`src/design/slsm_pkg.sv`:
```
package slsm_pkg;

    localparam int DATA_WIDTH = 32;
    localparam int LIST_DEPTH = 16;
    localparam int CNT_W      = $clog2(LIST_DEPTH + 1);

    localparam logic [1:0] OP_MERGE = 2'd0;
    localparam logic [1:0] OP_UNION = 2'd1;
    localparam logic [1:0] OP_INTER = 2'd2;
    localparam logic [1:0] OP_DIFF  = 2'd3;

    typedef logic signed [DATA_WIDTH-1:0] t_data;
    typedef logic [CNT_W-1:0]             t_cnt;

    typedef struct packed {
        logic push;
        logic pop;
        logic clear;
    } t_list_ctrl;

    typedef struct packed {
        logic empty;
        logic full;
    } t_list_stat;

endpackage

```
`src/design/slsm_cell.sv`:
```
module slsm_cell (
    input  logic           i_clk,
    input  logic           i_load,
    input  logic           i_shift,
    input  slsm_pkg::t_data i_load_data,
    input  slsm_pkg::t_data i_next_data,
    output slsm_pkg::t_data o_data
);
    import slsm_pkg::*;

    t_data r_value;

    always_ff @(posedge i_clk) begin
        if (i_shift) begin
            r_value <= i_next_data;
        end else if (i_load) begin
            r_value <= i_load_data;
        end
    end

    assign o_data = r_value;

endmodule

```
`src/design/slsm_list.sv`:
```
module slsm_list (
    input  logic                i_clk,
    input  logic                i_rst_n,
    input  slsm_pkg::t_list_ctrl i_ctrl,
    input  slsm_pkg::t_data      i_push_data,
    output slsm_pkg::t_data      o_head,
    output slsm_pkg::t_list_stat o_stat
);
    import slsm_pkg::*;

    t_cnt  r_cnt;
    t_cnt  n_cnt;
    t_data w_cell [LIST_DEPTH];
    t_data w_next [LIST_DEPTH];

    always_comb begin
        n_cnt = r_cnt;
        if (i_ctrl.clear) begin
            n_cnt = '0;
        end else if (i_ctrl.push && !o_stat.full) begin
            n_cnt = r_cnt + t_cnt'(1);
        end else if (i_ctrl.pop && !o_stat.empty) begin
            n_cnt = r_cnt - t_cnt'(1);
        end
    end

    always_ff @(posedge i_clk) begin
        if (!i_rst_n) begin
            r_cnt <= '0;
        end else begin
            r_cnt <= n_cnt;
        end
    end

    genvar g;
    generate
        for (g = 0; g < LIST_DEPTH; g++) begin : g_cell
            if (g == LIST_DEPTH - 1) begin : g_tail
                assign w_next[g] = w_cell[g];
            end else begin : g_mid
                assign w_next[g] = w_cell[g+1];
            end

            slsm_cell u_cell (
                .i_clk       (i_clk),
                .i_load      (i_ctrl.push && !i_ctrl.clear && (r_cnt == t_cnt'(g))),
                .i_shift     (i_ctrl.pop && !i_ctrl.clear),
                .i_load_data (i_push_data),
                .i_next_data (w_next[g]),
                .o_data      (w_cell[g])
            );
        end
    endgenerate

    assign o_head       = w_cell[0];
    assign o_stat.empty = (r_cnt == '0);
    assign o_stat.full  = (r_cnt == t_cnt'(LIST_DEPTH));

endmodule

```
`src/design/sorted_list_set_merge.sv`:
```
// Channel   Dir  Request fields
// s_axis    in   tdata: element; tuser: list_select, has_element; tlast: finish
// m_axis    out  tdata: result_value; tuser: result_empty, overflow_seen;
//                tlast: result_last
// cfg       in   i_cfg_wr_data: set_operation, written when i_cfg_wr_en is high
//
// Requests are taken only while idle. A finish request starts a two-pointer
// walk of steps (at most the sum of both list counts) followed by a closing
// step; no new request is taken until it ends. Each step shifts the chain of
// cells of one or both lists by one place. Reset is synchronous and active low;
// it clears both counts, the drop flag and the operation. A stalled output
// register holds the walk in place.
module sorted_list_set_merge (
    input  logic                          i_clk,
    input  logic                          i_rst_n,
    input  logic                          i_cfg_wr_en,
    input  logic [1:0]                    i_cfg_wr_data,
    input  logic                          s_axis_tvalid,
    output logic                          s_axis_tready,
    input  logic [slsm_pkg::DATA_WIDTH-1:0] s_axis_tdata,  // element
    input  logic [1:0]                    s_axis_tuser,  // list_select, has_element
    input  logic                          s_axis_tlast,
    output logic                          m_axis_tvalid,
    input  logic                          m_axis_tready,
    output logic [slsm_pkg::DATA_WIDTH-1:0] m_axis_tdata,  // result_value
    output logic [1:0]                    m_axis_tuser,  // result_empty, overflow_seen
    output logic                          m_axis_tlast
);
    import slsm_pkg::*;

    localparam logic [0:0] ST_IDLE = 1'b0;
    localparam logic [0:0] ST_RUN  = 1'b1;

    logic [0:0] r_state, n_state;
    logic [1:0] r_set_op;
    logic       r_dropped, n_dropped;
    logic       r_pend_valid, n_pend_valid;
    t_data      r_pend_value, n_pend_value;
    logic       r_out_valid, n_out_valid;
    t_data      r_out_value, n_out_value;
    logic       r_out_last, n_out_last;
    logic       r_out_empty, n_out_empty;
    logic       r_out_ovf, n_out_ovf;

    t_list_ctrl ctrl_a, ctrl_b;
    t_list_stat stat_a, stat_b;
    t_data      head_a, head_b;

    logic  out_free;
    logic  step_emit;
    t_data step_value;
    logic  step_pop_a;
    logic  step_pop_b;
    logic  step_done;

    slsm_list u_list_a (
        .i_clk       (i_clk),
        .i_rst_n     (i_rst_n),
        .i_ctrl      (ctrl_a),
        .i_push_data (t_data'(s_axis_tdata)),
        .o_head      (head_a),
        .o_stat      (stat_a)
    );

    slsm_list u_list_b (
        .i_clk       (i_clk),
        .i_rst_n     (i_rst_n),
        .i_ctrl      (ctrl_b),
        .i_push_data (t_data'(s_axis_tdata)),
        .o_head      (head_b),
        .o_stat      (stat_b)
    );

    assign out_free = !r_out_valid || m_axis_tready;

    always_comb begin
        step_emit  = 1'b0;
        step_value = head_a;
        step_pop_a = 1'b0;
        step_pop_b = 1'b0;
        step_done  = 1'b0;
        if (!stat_a.empty && !stat_b.empty) begin
            if (head_a < head_b) begin
                step_emit  = (r_set_op != OP_INTER);
                step_pop_a = 1'b1;
            end else if (head_b < head_a) begin
                step_emit  = (r_set_op == OP_MERGE) || (r_set_op == OP_UNION);
                step_value = head_b;
                step_pop_b = 1'b1;
            end else if (r_set_op == OP_MERGE) begin
                step_emit  = 1'b1;
                step_value = head_b;
                step_pop_b = 1'b1;
            end else begin
                step_emit  = (r_set_op == OP_UNION) || (r_set_op == OP_INTER);
                step_pop_a = 1'b1;
                step_pop_b = 1'b1;
            end
        end else if (!stat_a.empty && (r_set_op != OP_INTER)) begin
            step_emit  = 1'b1;
            step_pop_a = 1'b1;
        end else if (!stat_b.empty &&
                     ((r_set_op == OP_MERGE) || (r_set_op == OP_UNION))) begin
            step_emit  = 1'b1;
            step_value = head_b;
            step_pop_b = 1'b1;
        end else begin
            step_done = 1'b1;
        end
    end

    always_comb begin
        n_state      = r_state;
        n_dropped    = r_dropped;
        n_pend_valid = r_pend_valid;
        n_pend_value = r_pend_value;
        n_out_valid  = r_out_valid;
        n_out_value  = r_out_value;
        n_out_last   = r_out_last;
        n_out_empty  = r_out_empty;
        n_out_ovf    = r_out_ovf;
        ctrl_a       = '0;
        ctrl_b       = '0;

        if (r_out_valid && m_axis_tready) begin
            n_out_valid = 1'b0;
        end

        unique case (r_state)
            ST_IDLE: begin
                if (s_axis_tvalid) begin
                    if (s_axis_tuser[1]) begin
                        if (!s_axis_tuser[0]) begin
                            if (stat_a.full) begin
                                n_dropped = 1'b1;
                            end else begin
                                ctrl_a.push = 1'b1;
                            end
                        end else begin
                            if (stat_b.full) begin
                                n_dropped = 1'b1;
                            end else begin
                                ctrl_b.push = 1'b1;
                            end
                        end
                    end
                    if (s_axis_tlast) begin
                        n_state = ST_RUN;
                    end
                end
            end
            ST_RUN: begin
                if (out_free) begin
                    if (step_done) begin
                        n_out_valid  = 1'b1;
                        n_out_value  = r_pend_valid ? r_pend_value : '0;
                        n_out_last   = 1'b1;
                        n_out_empty  = !r_pend_valid;
                        n_out_ovf    = r_dropped;
                        n_pend_valid = 1'b0;
                        n_dropped    = 1'b0;
                        ctrl_a.clear = 1'b1;
                        ctrl_b.clear = 1'b1;
                        n_state      = ST_IDLE;
                    end else begin
                        ctrl_a.pop = step_pop_a;
                        ctrl_b.pop = step_pop_b;
                        if (step_emit) begin
                            if (r_pend_valid) begin
                                n_out_valid = 1'b1;
                                n_out_value = r_pend_value;
                                n_out_last  = 1'b0;
                                n_out_empty = 1'b0;
                                n_out_ovf   = r_dropped;
                            end
                            n_pend_valid = 1'b1;
                            n_pend_value = step_value;
                        end
                    end
                end
            end
            default: begin
                n_state = ST_IDLE;
            end
        endcase
    end

    always_ff @(posedge i_clk) begin
        if (!i_rst_n) begin
            r_state      <= ST_IDLE;
            r_set_op     <= OP_MERGE;
            r_dropped    <= 1'b0;
            r_pend_valid <= 1'b0;
            r_out_valid  <= 1'b0;
        end else begin
            r_state      <= n_state;
            r_dropped    <= n_dropped;
            r_pend_valid <= n_pend_valid;
            r_out_valid  <= n_out_valid;
            if (i_cfg_wr_en) begin
                r_set_op <= i_cfg_wr_data;
            end
        end
    end

    always_ff @(posedge i_clk) begin
        r_pend_value <= n_pend_value;
        r_out_value  <= n_out_value;
        r_out_last   <= n_out_last;
        r_out_empty  <= n_out_empty;
        r_out_ovf    <= n_out_ovf;
    end

    assign s_axis_tready = (r_state == ST_IDLE);
    assign m_axis_tvalid = r_out_valid;
    assign m_axis_tdata  = r_out_value;
    assign m_axis_tuser  = {r_out_ovf, r_out_empty};
    assign m_axis_tlast  = r_out_last;

    a_empty_is_last: assert property (@(posedge i_clk) disable iff (!i_rst_n)
        (m_axis_tvalid && m_axis_tuser[0]) |-> m_axis_tlast)
        else $error("empty result without last mark");

    a_lists_cleared: assert property (@(posedge i_clk) disable iff (!i_rst_n)
        ($past(r_state) == ST_RUN && r_state == ST_IDLE) |-> (stat_a.empty && stat_b.empty))
        else $error("lists not cleared after combine");

    a_no_pending_idle: assert property (@(posedge i_clk) disable iff (!i_rst_n)
        (r_state == ST_IDLE) |-> !r_pend_valid)
        else $error("pending result left while idle");

endmodule
```
`config.mk`:
```
export PLATFORM = sky130hd
export DESIGN_NAME = sorted_list_set_merge
export DESIGN_NICKNAME = d
export VERILOG_FILES = /design/src/design/slsm_pkg.sv /design/src/design/slsm_cell.sv /design/src/design/slsm_list.sv /design/src/design/sorted_list_set_merge.sv
export SDC_FILE = /design/constraint.sdc
export NUM_CORES = 1
export LEC_CHECK = 0
export CORE_UTILIZATION = 52
export CTS_CLUSTER_DIAMETER = 120
export DETAILED_ROUTE_END_ITERATION = 16
export DONT_BUFFER_PORTS = 1
export PLACE_DENSITY_LB_ADDON = 0.2
export SLEW_MARGIN = 5
export SYNTH_ARGS = -nofsm -noshare
export SYNTH_HDL_FRONTEND = slang
export SYNTH_SLANG_ARGS = --single-unit
```
`constraint.sdc`:
```
create_clock -name i_clk -period 4.3 [get_ports i_clk]
set_input_delay 0.86 -clock i_clk [delete_from_list [all_inputs] [get_ports i_clk]]
set_output_delay 0.86 -clock i_clk [all_outputs]
set_load 0.02 [all_outputs]
```
---- Word-level counts from Yosys, hierarchy flattened ----
Cells that the tools add are included.
word-level totals
  output and inout bits ................... 37
  bits in registers ....................... 1107
  latch bits .............................. 0
  memories kept ........................... 0
  input bits .............................. 42
  memory bits (writable) .................. 0
  memory bits (read-only) ................. 0
cells by class
  $mul .................................... 0
  shift operators ......................... 0
  mux-type cells .......................... 135
  $lt $le $gt $ge ......................... 2
  divide/modulo/power cells ............... 0
  bitwise gates (word level) .............. 5
  add/subtract/negate cells ............... 4
  reductions and logical operators ........ 100
  equality and inequality tests ........... 41
operator list
  operator                                              number
  two-way mux 32 bit                                    70
  equality test 5 x 4 -> 1 bit (second input constant)  16
  nonzero test 2 bit                                    34
  less-than comparator 32 bit                           2
  two-way mux 1 bit                                     55
  logical AND 1 bit                                     44
  equality test 5 x 3 -> 1 bit (second input constant)  8
  equality test 5 x 2 -> 1 bit (second input constant)  4
  two-way mux 5 bit                                     4
  adder 5 x 1 -> 5 bit (second input constant)          2
  equality test 5 x 1 -> 1 bit (second input constant)  2
  equality test 5 bit (second input constant)           2
  zero test 5 bit                                       2
  subtractor 5 x 1 -> 5 bit (second input constant)     2
  zero test 1 bit                                       8
  two-way mux 2 bit                                     4
  AND reduction 4 bit                                   2
  != test 2 x 1 -> 1 bit (second input constant)        3
  AND reduction 6 bit                                   1
  NOT 1 bit                                             5
  != test 2 bit (second input constant)                 2
  case mux 1 bit (2 select lines)                       2
  AND reduction 2 bit                                   2
  OR reduction 2 bit                                    2
  7 further kinds                                       9

---- Depth between registers and ports, before layout ----
Gate-level depths: netlist of run 1.
  depth after elaboration ................. 14
  depth in mapped cells ................... 13
  mapped depth without buffers ............ 9

---- Hierarchy ----
Synthesis of run 1 repeated with hierarchy kept, for this count alone.
second synthesis, totals
  cell total of the unflattened synthesis .. 2806
  area, all modules ....................... 54312.1 µm²
by module, submodules not included
  module                 cells an instance  times used  area an instance (µm²)
  slsm_cell              69                 32          1507.7
  sorted_list_set_merge  430                1           4759.6
  slsm_list              84                 2           653.1

---- Worst setup path after synthesis of run 1 ----
Ideal clock, no wire load.
  path kind ............................... input-to-reg
  start point ............................. in s_axis_tvalid
  end point ............................... reg u_list_a.g_cell[0].u_cell.r_value[0] (enable)
  path buffers ............................ 2
  stages on the path ...................... 5
  setup slack ............................. 0.064 ns
  setup time .............................. 0.466 ns
  data arrival time ....................... 3.771 ns
  path through ............................ and3_1 > clkbuf_1 > nand2_1 > clkbuf_1 > o21ai_0
between the ends
  longest elaborated chain between the ends .. 5
ends and longest elaborated chain
  item                            RTL line                      source
  from (decl)                     sorted_list_set_merge.sv:18   input logic s_axis_tvalid,
  two-way mux 1 bit               sorted_list_set_merge.sv:131  if (s_axis_tvalid) begin
  two-way mux 1 bit               sorted_list_set_merge.sv:129  unique case (r_state)
  logical AND 1 bit (2 in a row)  slsm_list.sv:46               .i_load (i_ctrl.push && !i_ctrl.clear && (r_cnt == t_cnt'(g))),
  nonzero test 2 bit (no line)    n/a
  to (signal assigned)            slsm_cell.sv:15               r_value <= i_next_data;
  to (signal assigned)            slsm_cell.sv:17               r_value <= i_load_data;
  to (decl)                       slsm_cell.sv:11               t_data r_value;
Every way passes these cells.
A chain may end at the register's enable or synchronous reset.

---- Final worst setup path of run 1 ----
  start point ............................. reg u_list_b.g_cell[0].u_cell.r_value[14]
  end point ............................... reg u_list_a.g_cell[8].u_cell.r_value[21] (enable)
between the ends
  longest elaborated chain between the ends .. 9
  elaborated cells between the ends (all ways) .. 10
  those cells by class .................... order compare (2); mux (6); reduce/logical (2)
ends and longest elaborated chain
  item                            RTL line                      source
  from (decl)                     slsm_cell.sv:11
  from (signal assigned)          slsm_cell.sv:15
  from (signal assigned)          slsm_cell.sv:17
  less-than comparator 32 bit     sorted_list_set_merge.sv:86   end else if (head_b < head_a) begin
  two-way mux 1 bit               sorted_list_set_merge.sv:86
  two-way mux 1 bit *             sorted_list_set_merge.sv:83   if (head_a < head_b) begin
  two-way mux 1 bit *             sorted_list_set_merge.sv:82   if (!stat_a.empty && !stat_b.empty) begin
  two-way mux 1 bit *             sorted_list_set_merge.sv:154  if (step_done) begin
  two-way mux 2 bit *             sorted_list_set_merge.sv:153  if (out_free) begin
  two-way mux 2 bit *             sorted_list_set_merge.sv:129
  logical AND 1 bit *             slsm_list.sv:47               .i_shift (i_ctrl.pop && !i_ctrl.clear),
  nonzero test 2 bit (no line) *  n/a
  to (signal assigned)            slsm_cell.sv:15
  to (signal assigned)            slsm_cell.sv:17
  to (decl)                       slsm_cell.sv:11
Every way passes the cells marked *; elsewhere a longest branch is shown, timed or not.

==> results.py, run 1 <==
metrics = {
    "outcome": {
        "status": "completed",
    },
    "clocking": {
        "clk_latency_ps": 680,
        "ctsHoldBuffers": 0,
        "postCtsSetupRepairBufs": 0,
        "clk_pin_slew_ps": 60,
        "numClockSinks": 1107,
        "htree_num_levels": 3,
        "ctsResizeCount": 0,
        "cts_inserted_buffers": 112,
        "clk_path_buf_depth": 3,
        "cts_tree": "built",
        "root_buffer": "clkbuf_16",
    },
    "yosys": {
        "synth.largest_area_cell": "edfxtp_1",
        "yosysWarnings": 0,
        "synth-async-reset-ratio_pct": 0,
        "synth-seq-cells": 1107,
        "synthesis.nets": 3248,
        "synth.distinct_cells": 53,
        "synth.most_common_cell": "edfxtp_1",
        "synth-seq-area-share_pct": 69.4,
        "synth_common_cells": "edfxtp_1 (1091), nand2_1 (1040), mux2_4 (400)",
        "synthTopCellsByArea": "edfxtp_1 (69%), mux2_4 (13%), nand2_1 (8.2%)",
        "avgSynthCellArea_um2": 15.1,
        "synthFlopType": "edfxtp_1",
        "synth-edff-count": 1091,
        "synthCells": 3162,
        "synth.top_cell.area_share_pct": 68.8,
        "synth_area_mm2": 0.0476,
    },
    "layout": {
        "area_delta_synth_final_pct": 10.1,
        "multiInputGateArea_mm2": 0.0132,
        "drive_above_1_share_pct": 24.4,
        "ff_latch_area_mm2": 0.0331,
        "nets": 3250,
        "fill_cells": 6932,
    },
    "grt": {
        "grt_pass1_wl_um": 134000,
        "grt_max_degree": 156,
        "use_met1_pct": 25.4,
        "gr-total-overflow": 0,
        "grt_pass1_vias": 24400,
        "track_usage_pct": 18.2,
        "grt_use_met3_pct": 2.90,
        "antenna_found_initial": 1,
        "top_usage_layer": "met2",
        "globalRouteMet2Util_pct": 29.4,
    },
    "worst_setup_path": {
        "reg2reg_slack_ps": 540,
        "crit_family": "simple AND/OR/NAND/NOR gates",
        "critical_path.cell_chain": "ha_1 > nand4_1 > nor4_1 > a41oi_2 > o211ai_2 > a41o_2 > nand2_1 > buf_12",
        "cp_max_fo": 35,
        "reg2reg_from": "u_list_b.g_cell[0].u_cell.o_data[14]$_DFFE_PP_",
        "arrival_ps": 4190,
        "reg2regPathDepth": 8,
        "timing.rr.end": "u_list_a.g_cell[8].u_cell.o_data[21]$_DFFE_PP_",
        "worstSetupPathType": "register to register",
        "crit_path_start": "u_list_b.g_cell[0].u_cell.o_data[14]$_DFFE_PP_",
        "path_buf_inv": 1,
        "cp-end-kind": "register",
        "endpoint": "u_list_a.g_cell[8].u_cell.o_data[21]$_DFFE_PP_",
        "cp-start-kind": "register",
        "slowest_stage": "a41o_2",
        "cp.depth": 8,
        "max_stage_delay_ps": 720,
        "required_ps": 4720,
    },
    "hold_path": {
        "hold_path.class": "input port to register",
    },
    "detailed_routing": {
        "drc": 0,
        "vias": 23800,
        "viasPerCell": 5.36,
        "drt_iter0_drc": 1864,
        "wl_per_cell_um": 18.8,
        "postRouteAntennaNets": 0,
        "drt-pass1-iter-count": 5,
        "wirelength_um": 83500,
    },
    "pwr": {
        "powerDensity_mw_per_mm2": 469,
        "swShare_pct": 22.6,
        "seqPwrFrac_pct": 52.3,
        "p_clk_share_pct": 38.0,
        "p_leak_nw": 20.0,
        "p_int_mw": 19.1,
        "power_switching_mw": 5.56,
        "comb_power_share_pct": 9.7,
        "irDropWorstVdd_uv": 394,
    },
    "timing": {
        "max_freq_mhz": 266,
        "finalSetupViolCount": 0,
        "rsz0062_at_grt": "false",
        "post-route-min-period_ps": 3760,
        "fin_tns_setup_ps": 0,
        "fin_crit_sh_pct": 87.5,
        "final_hold_viol_count": 0,
        "tightest_slew_ps": 1150,
        "report.final.slew_viol_count": 0,
        "relSlewSlack_pct": 22.3,
        "setup_slack_ps": 539,
        "clock_skew_ps": 21.9,
    },
    "floorplanning": {
        "die-area_mm2": 0.0928,
        "rows": 110,
        "core_mm2": 0.0904,
        "initial_core_util_pct": 52.7,
        "die_h_um": 305,
        "die_w_um": 305,
        "io_pins": 79,
    },
    "flow_run": {
        "maxCapViolCount": 0,
    },
    "place": {
        "dp_hpwl_um": 53300,
        "io_buffers": 0,
        "dp_slack_ps": 563,
        "gp_congestion": 0.816,
    },
}
-- registers in the layout, summed over array words and instances, names as in the netlist, 2 cells and up --
| register | count |
|---|---|
| m_axis_tdata | 32 |
| u_list_b.r_cnt | 5 |
| u_list_b.g_cell.u_cell.o_data | 512 |
| r_pend_value | 32 |
| r_set_op | 2 |
| u_list_a.r_cnt | 5 |
| u_list_a.g_cell.u_cell.o_data | 512 |
-- metrics by stage --
step | util, % | cells | power (mW) | hold slack [ps] | cell area, µm²
floorplan | - | 3162 | 14.9 | 409 | 47600
global placement | 54.1 | 4226 | 15.4 | 492 | 48900
detailed placement | 54.1 | 4226 | 15.5 | 499 | 48900
CTS | 58.0 | 4435 | 24.9 | 228 | 52500
global route | 58.0 | 4435 | 25.5 | 232 | 52500
finish | 58.0 | 4436 | 24.6 | 275 | 52500
-- kinds of logic (layout without fill, tap and decap cells) --
logic type      Yosys count  in the layout  share of synthesized area [%]
xor+xnor                  1              1                         0.0184
simple gates           1191           1191                           10.1
compound gates           63             63                           1.00
other cells               0              1                              0
buf+inv                 239            336                           2.91
flops                  1107           1107                           69.4
mux                     517            517                           15.4
fa+ha+maj                44             44                           1.16
-- power groups by stage --
| stage | sequential (mW) | combinational, mW | clock (mW) |
|---|---|---|---|
| floorplan | 13.1 | 1.88 | 0 |
| global placement | 13.1 | 2.31 | 0 |
| detailed placement | 13.1 | 2.41 | 0 |
| CTS | 12.9 | 2.42 | 9.57 |
| global route | 12.9 | 2.62 | 9.96 |
| finish | 12.9 | 2.39 | 9.35 |
-- cell type report --
cell class,count,share of cell area (%)
Sequential cell,1107,63.0
Multi-Input combinational cell,1816,25.2
Clock buffer,145,5.62
Tap cell,1176,2.80
Timing Repair Buffer,84,1.94
Clock inverter,64,1.11
Inverter,43,0.308
Antenna cell,1,0.00477
-- per-layer routing --
layer | up-vias | share of wire (%)
li1 | 11300 | -
met1 | 11800 | 46
met2 | 518 | 47
met3 | 153 | 4.9
met4 | 0 | 2.8
met5 | - | 0
-- cells in the final DEF, fill, tap and decap left out, types with 15 or more instances in the layout --
master     Yosys  layout
edfxtp_1    1091    1091
nand2_1     1040    1039
mux2_4       400     400
clkbuf_16      0     113
mux2_2       112     112
buf_4          7      53
ha_1          44      44
inv_1         43      43
nor2b_1       35      35
clkbuf_1      53      32
buf_12         0      31
nand2_2       29      29
clkinv_1       0      26
a21oi_1       20      19
clkinv_2       0      18
dfxtp_1       16      16
nand3_1       15      15
-- how the worst min path moves through the flow --
stage | from | endpoint | slack [ps] | depth (start not counted)
global route | s_axis_tdata[12] | u_list_b.g_cell[15].u_cell.o_data[12]$_DFFE_PP_ | 230 | 0
CTS | s_axis_tdata[12] | u_list_b.g_cell[15].u_cell.o_data[12]$_DFFE_PP_ | 230 | 0
floorplan | r_dropped$_SDFFE_PN0P_ | r_out_ovf$_DFFE_PP_ | 410 | 0
finish | s_axis_tdata[12] | u_list_b.g_cell[15].u_cell.o_data[12]$_DFFE_PP_ | 280 | 0
global placement | u_list_a.g_cell[14].u_cell.o_data[3]$_DFFE_PP_ | u_list_a.g_cell[13].u_cell.o_data[3]$_DFFE_PP_ | 490 | 2
detailed placement | u_list_a.g_cell[7].u_cell.o_data[9]$_DFFE_PP_ | u_list_a.g_cell[6].u_cell.o_data[9]$_DFFE_PP_ | 500 | 2
-- worst reg2reg max path, delay by kind of cell (launching register included) --
kind | cells | cell delay, ps
DFF | 1 | 390
and+or+nand+nor | 3 | 1300
AOI/OAI and AO/OA | 3 | 1200
buffers and inverters | 1 | 270
adders and majority gates | 1 | 340
Power figures use the tool's default switching activity.
==> inputs of run 2 (changes only) <==
--- a/config.mk
+++ b/config.mk
@@ -5,7 +5,7 @@
 export SDC_FILE = /design/constraint.sdc
 export NUM_CORES = 1
 export LEC_CHECK = 0
-export CORE_UTILIZATION = 52
+export CORE_UTILIZATION = 57
 export CTS_CLUSTER_DIAMETER = 120
 export DETAILED_ROUTE_END_ITERATION = 16
 export DONT_BUFFER_PORTS = 1
==> run 2 against run 1 <==
Worst setup slack got worse by 250 ps. Power is 0.34% higher. Core utilization rose by 5.3 points. Count of clock-buffer cells in the layout shrank 14. Sequential share of layout area increased by 0.32 points. Largest cell class unchanged. Critical endpoint is now u_list_a.g_cell[11].u_cell.o_data[24]$_DFFE_PP_. Combinational power fell by 2%. Final area is 0.51% lower. Register-to-register slack worse by 250 ps. Cell count decreased by 2.7%.
==> results.py, run 2 (same netlist as run 1, synthesis figures left out) <==
metrics = {
    "layout": {
        "drive_above_1_share_pct": 24.2,
        "area_delta_synth_final_pct": 9.56,
        "most-common-layout-cells": "edfxtp_1 (1091), nand2_1 (1039), mux2_4 (400)",
        "finish.utilization_pct": 63.4,
        "nets": 3242,
        "fill_cells": 5843,
        "layout_commonest_cell": "edfxtp_1",
        "antenna_cells": 0,
    },
    "worst_setup_path": {
        "required_ps": 4840,
        "worstSetupPathType": "register to register",
        "cp-end-kind": "register",
        "critical_path.cell_chain": "inv_1 > ha_1 > or4b_1 > a41oi_2 > o211ai_2 > a41oi_4 > buf_4 > nand2_1 > nand2_1",
        "slowest_stage": "a41oi_4",
        "max_stage_delay_ps": 880,
        "crit_path_frequent_cell": "nand2_1",
        "arrival_ps": 4540,
        "cp_max_fo": 44,
        "cp-start-kind": "register",
    },
    "pwr": {
        "finalPower_mw": 24.7,
        "p_leak_nw": 20.0,
        "irDropWorstVdd_uv": 400,
        "powerDensity_mw_per_mm2": 473,
    },
    "clocking": {
        "numClockSinks": 1107,
        "clk_latency_ps": 690,
        "ctsHoldBuffers": 0,
        "ctsResizeCount": 0,
        "root_buffer": "clkbuf_16",
        "cts_tree": "built",
        "cts_inserted_buffers": 111,
        "htree_num_levels": 3,
        "clk_pin_slew_ps": 60,
        "postCtsSetupRepairBufs": 0,
        "clk_path_buf_depth": 3,
    },
    "detailed_routing": {
        "drc": 0,
        "postRouteAntennaNets": 0,
        "wl_per_cell_um": 19.4,
        "drt_iter0_drc": 1914,
        "viasPerCell": 5.54,
        "vias": 23900,
        "wirelength_um": 83700,
        "drt-pass1-iter-count": 6,
    },
    "grt": {
        "globalRouteMet2Util_pct": 32.9,
        "grt_pass1_vias": 23900,
        "top_usage_layer": "met2",
        "grt_pass1_wl_um": 133000,
        "grt_use_met3_pct": 3.42,
        "track_usage_pct": 20.0,
        "use_met1_pct": 27.2,
        "grt_max_degree": 95,
        "antenna_found_initial": 7,
        "gr-total-overflow": 0,
    },
    "floorplanning": {
        "initial_core_util_pct": 57.8,
        "die-area_mm2": 0.0848,
        "die_w_um": 291,
        "die_h_um": 291,
        "core_mm2": 0.0824,
        "io_pins": 79,
        "rows": 105,
    },
    "timing": {
        "clock_skew_ps": 23.3,
        "finalSetupViolCount": 0,
        "max_freq_mhz": 250,
        "final_hold_viol_count": 0,
        "fin_tns_setup_ps": 0,
        "tightest_slew_ps": 1180,
        "post-route-min-period_ps": 4010,
        "report.final.slew_viol_count": 0,
        "relSlewSlack_pct": 21.0,
        "fin_crit_sh_pct": 93.2,
        "rsz0062_at_grt": "false",
    },
    "place": {
        "gp_congestion": 0.778,
        "io_buffers": 0,
        "dp_hpwl_um": 53800,
    },
    "hold_path": {
        "hold_path.class": "input port to register",
    },
    "outcome": {
        "status": "completed",
    },
    "flow_run": {
        "maxCapViolCount": 0,
    },
}
## run 2: cell count changes in the layout (fill, tap and decap cells not counted), sizes merged
| cell | before | now |
|---|---|---|
| buf | 84 | 77 |
| bufinv | 9 | 12 |
| clkbuf | 145 | 131 |
| clkinv | 50 | 54 |
| clkinvlp | 2 | 4 |
| diode | 1 | 0 |
| inv | 46 | 45 |
## run 2: final cells by class
class                           count  area [µm²]  share of cell area [%]
Sequential cell                  1107       33100                    63.4
Multi-Input combinational cell   1816       13200                    25.3
Clock buffer                      131        2900                    5.55
Tap cell                         1070        1340                    2.56
Timing Repair Buffer               77         828                    1.59
Clock inverter                     72         692                    1.33
Inverter                           43         161                   0.309
## run 2: stage by stage
stage                     setup WS, ps  std cells  hold slack, ps  cell area [µm²]
after floorplan                   63.7       3162             409            47600
after global placement             432       4113             493            48600
after detailed placement           383       4113             498            48600
after CTS                          342       4316             219            52200
after global routing               148       4316             230            52200
final                              293       4316             270            52200
## run 2: worst paths after layout
path | slack [ps] | cells past startpoint | from | endpoint
worst max register to register | 290 | 9 | u_list_b.r_cnt[0]$_SDFFE_PP0P_ | u_list_a.g_cell[11].u_cell.o_data[24]$_DFFE_PP_
worst max-delay path | 290 | 9 | u_list_b.r_cnt[0]$_SDFFE_PP0P_ | u_list_a.g_cell[11].u_cell.o_data[24]$_DFFE_PP_
worst min-delay path | 270 | 0 | s_axis_tdata[9] | u_list_b.g_cell[15].u_cell.o_data[9]$_DFFE_PP_
worst min register to register | 510 | 2 | u_list_a.g_cell[3].u_cell.o_data[1]$_DFFE_PP_ | u_list_a.g_cell[2].u_cell.o_data[1]$_DFFE_PP_
## run 2: worst max-delay path: cells and delay by family, from the launching register on
family | cells | cell delay, ps
AND/OR/NAND/NOR | 3 | 940
adder cells (fa/ha/maj) | 1 | 500
flip-flops | 1 | 380
AO/OA/AOI/OAI | 3 | 1270
buffers and inverters | 2 | 740
## run 2: where the power goes
group	internal, mW	switching (mW)
logic	0.994	1.35
registers	12.7	0.211
clock network	5.51	3.97
total	19.2	5.53
## run 2: routing by layer
layer / wire (µm) / vias to the layer above
li1: - / 11200
met1: 36400 / 11900
met2: 40500 / 601
met3: 4780 / 143
met4: 2100 / 2
met5: 7 / -
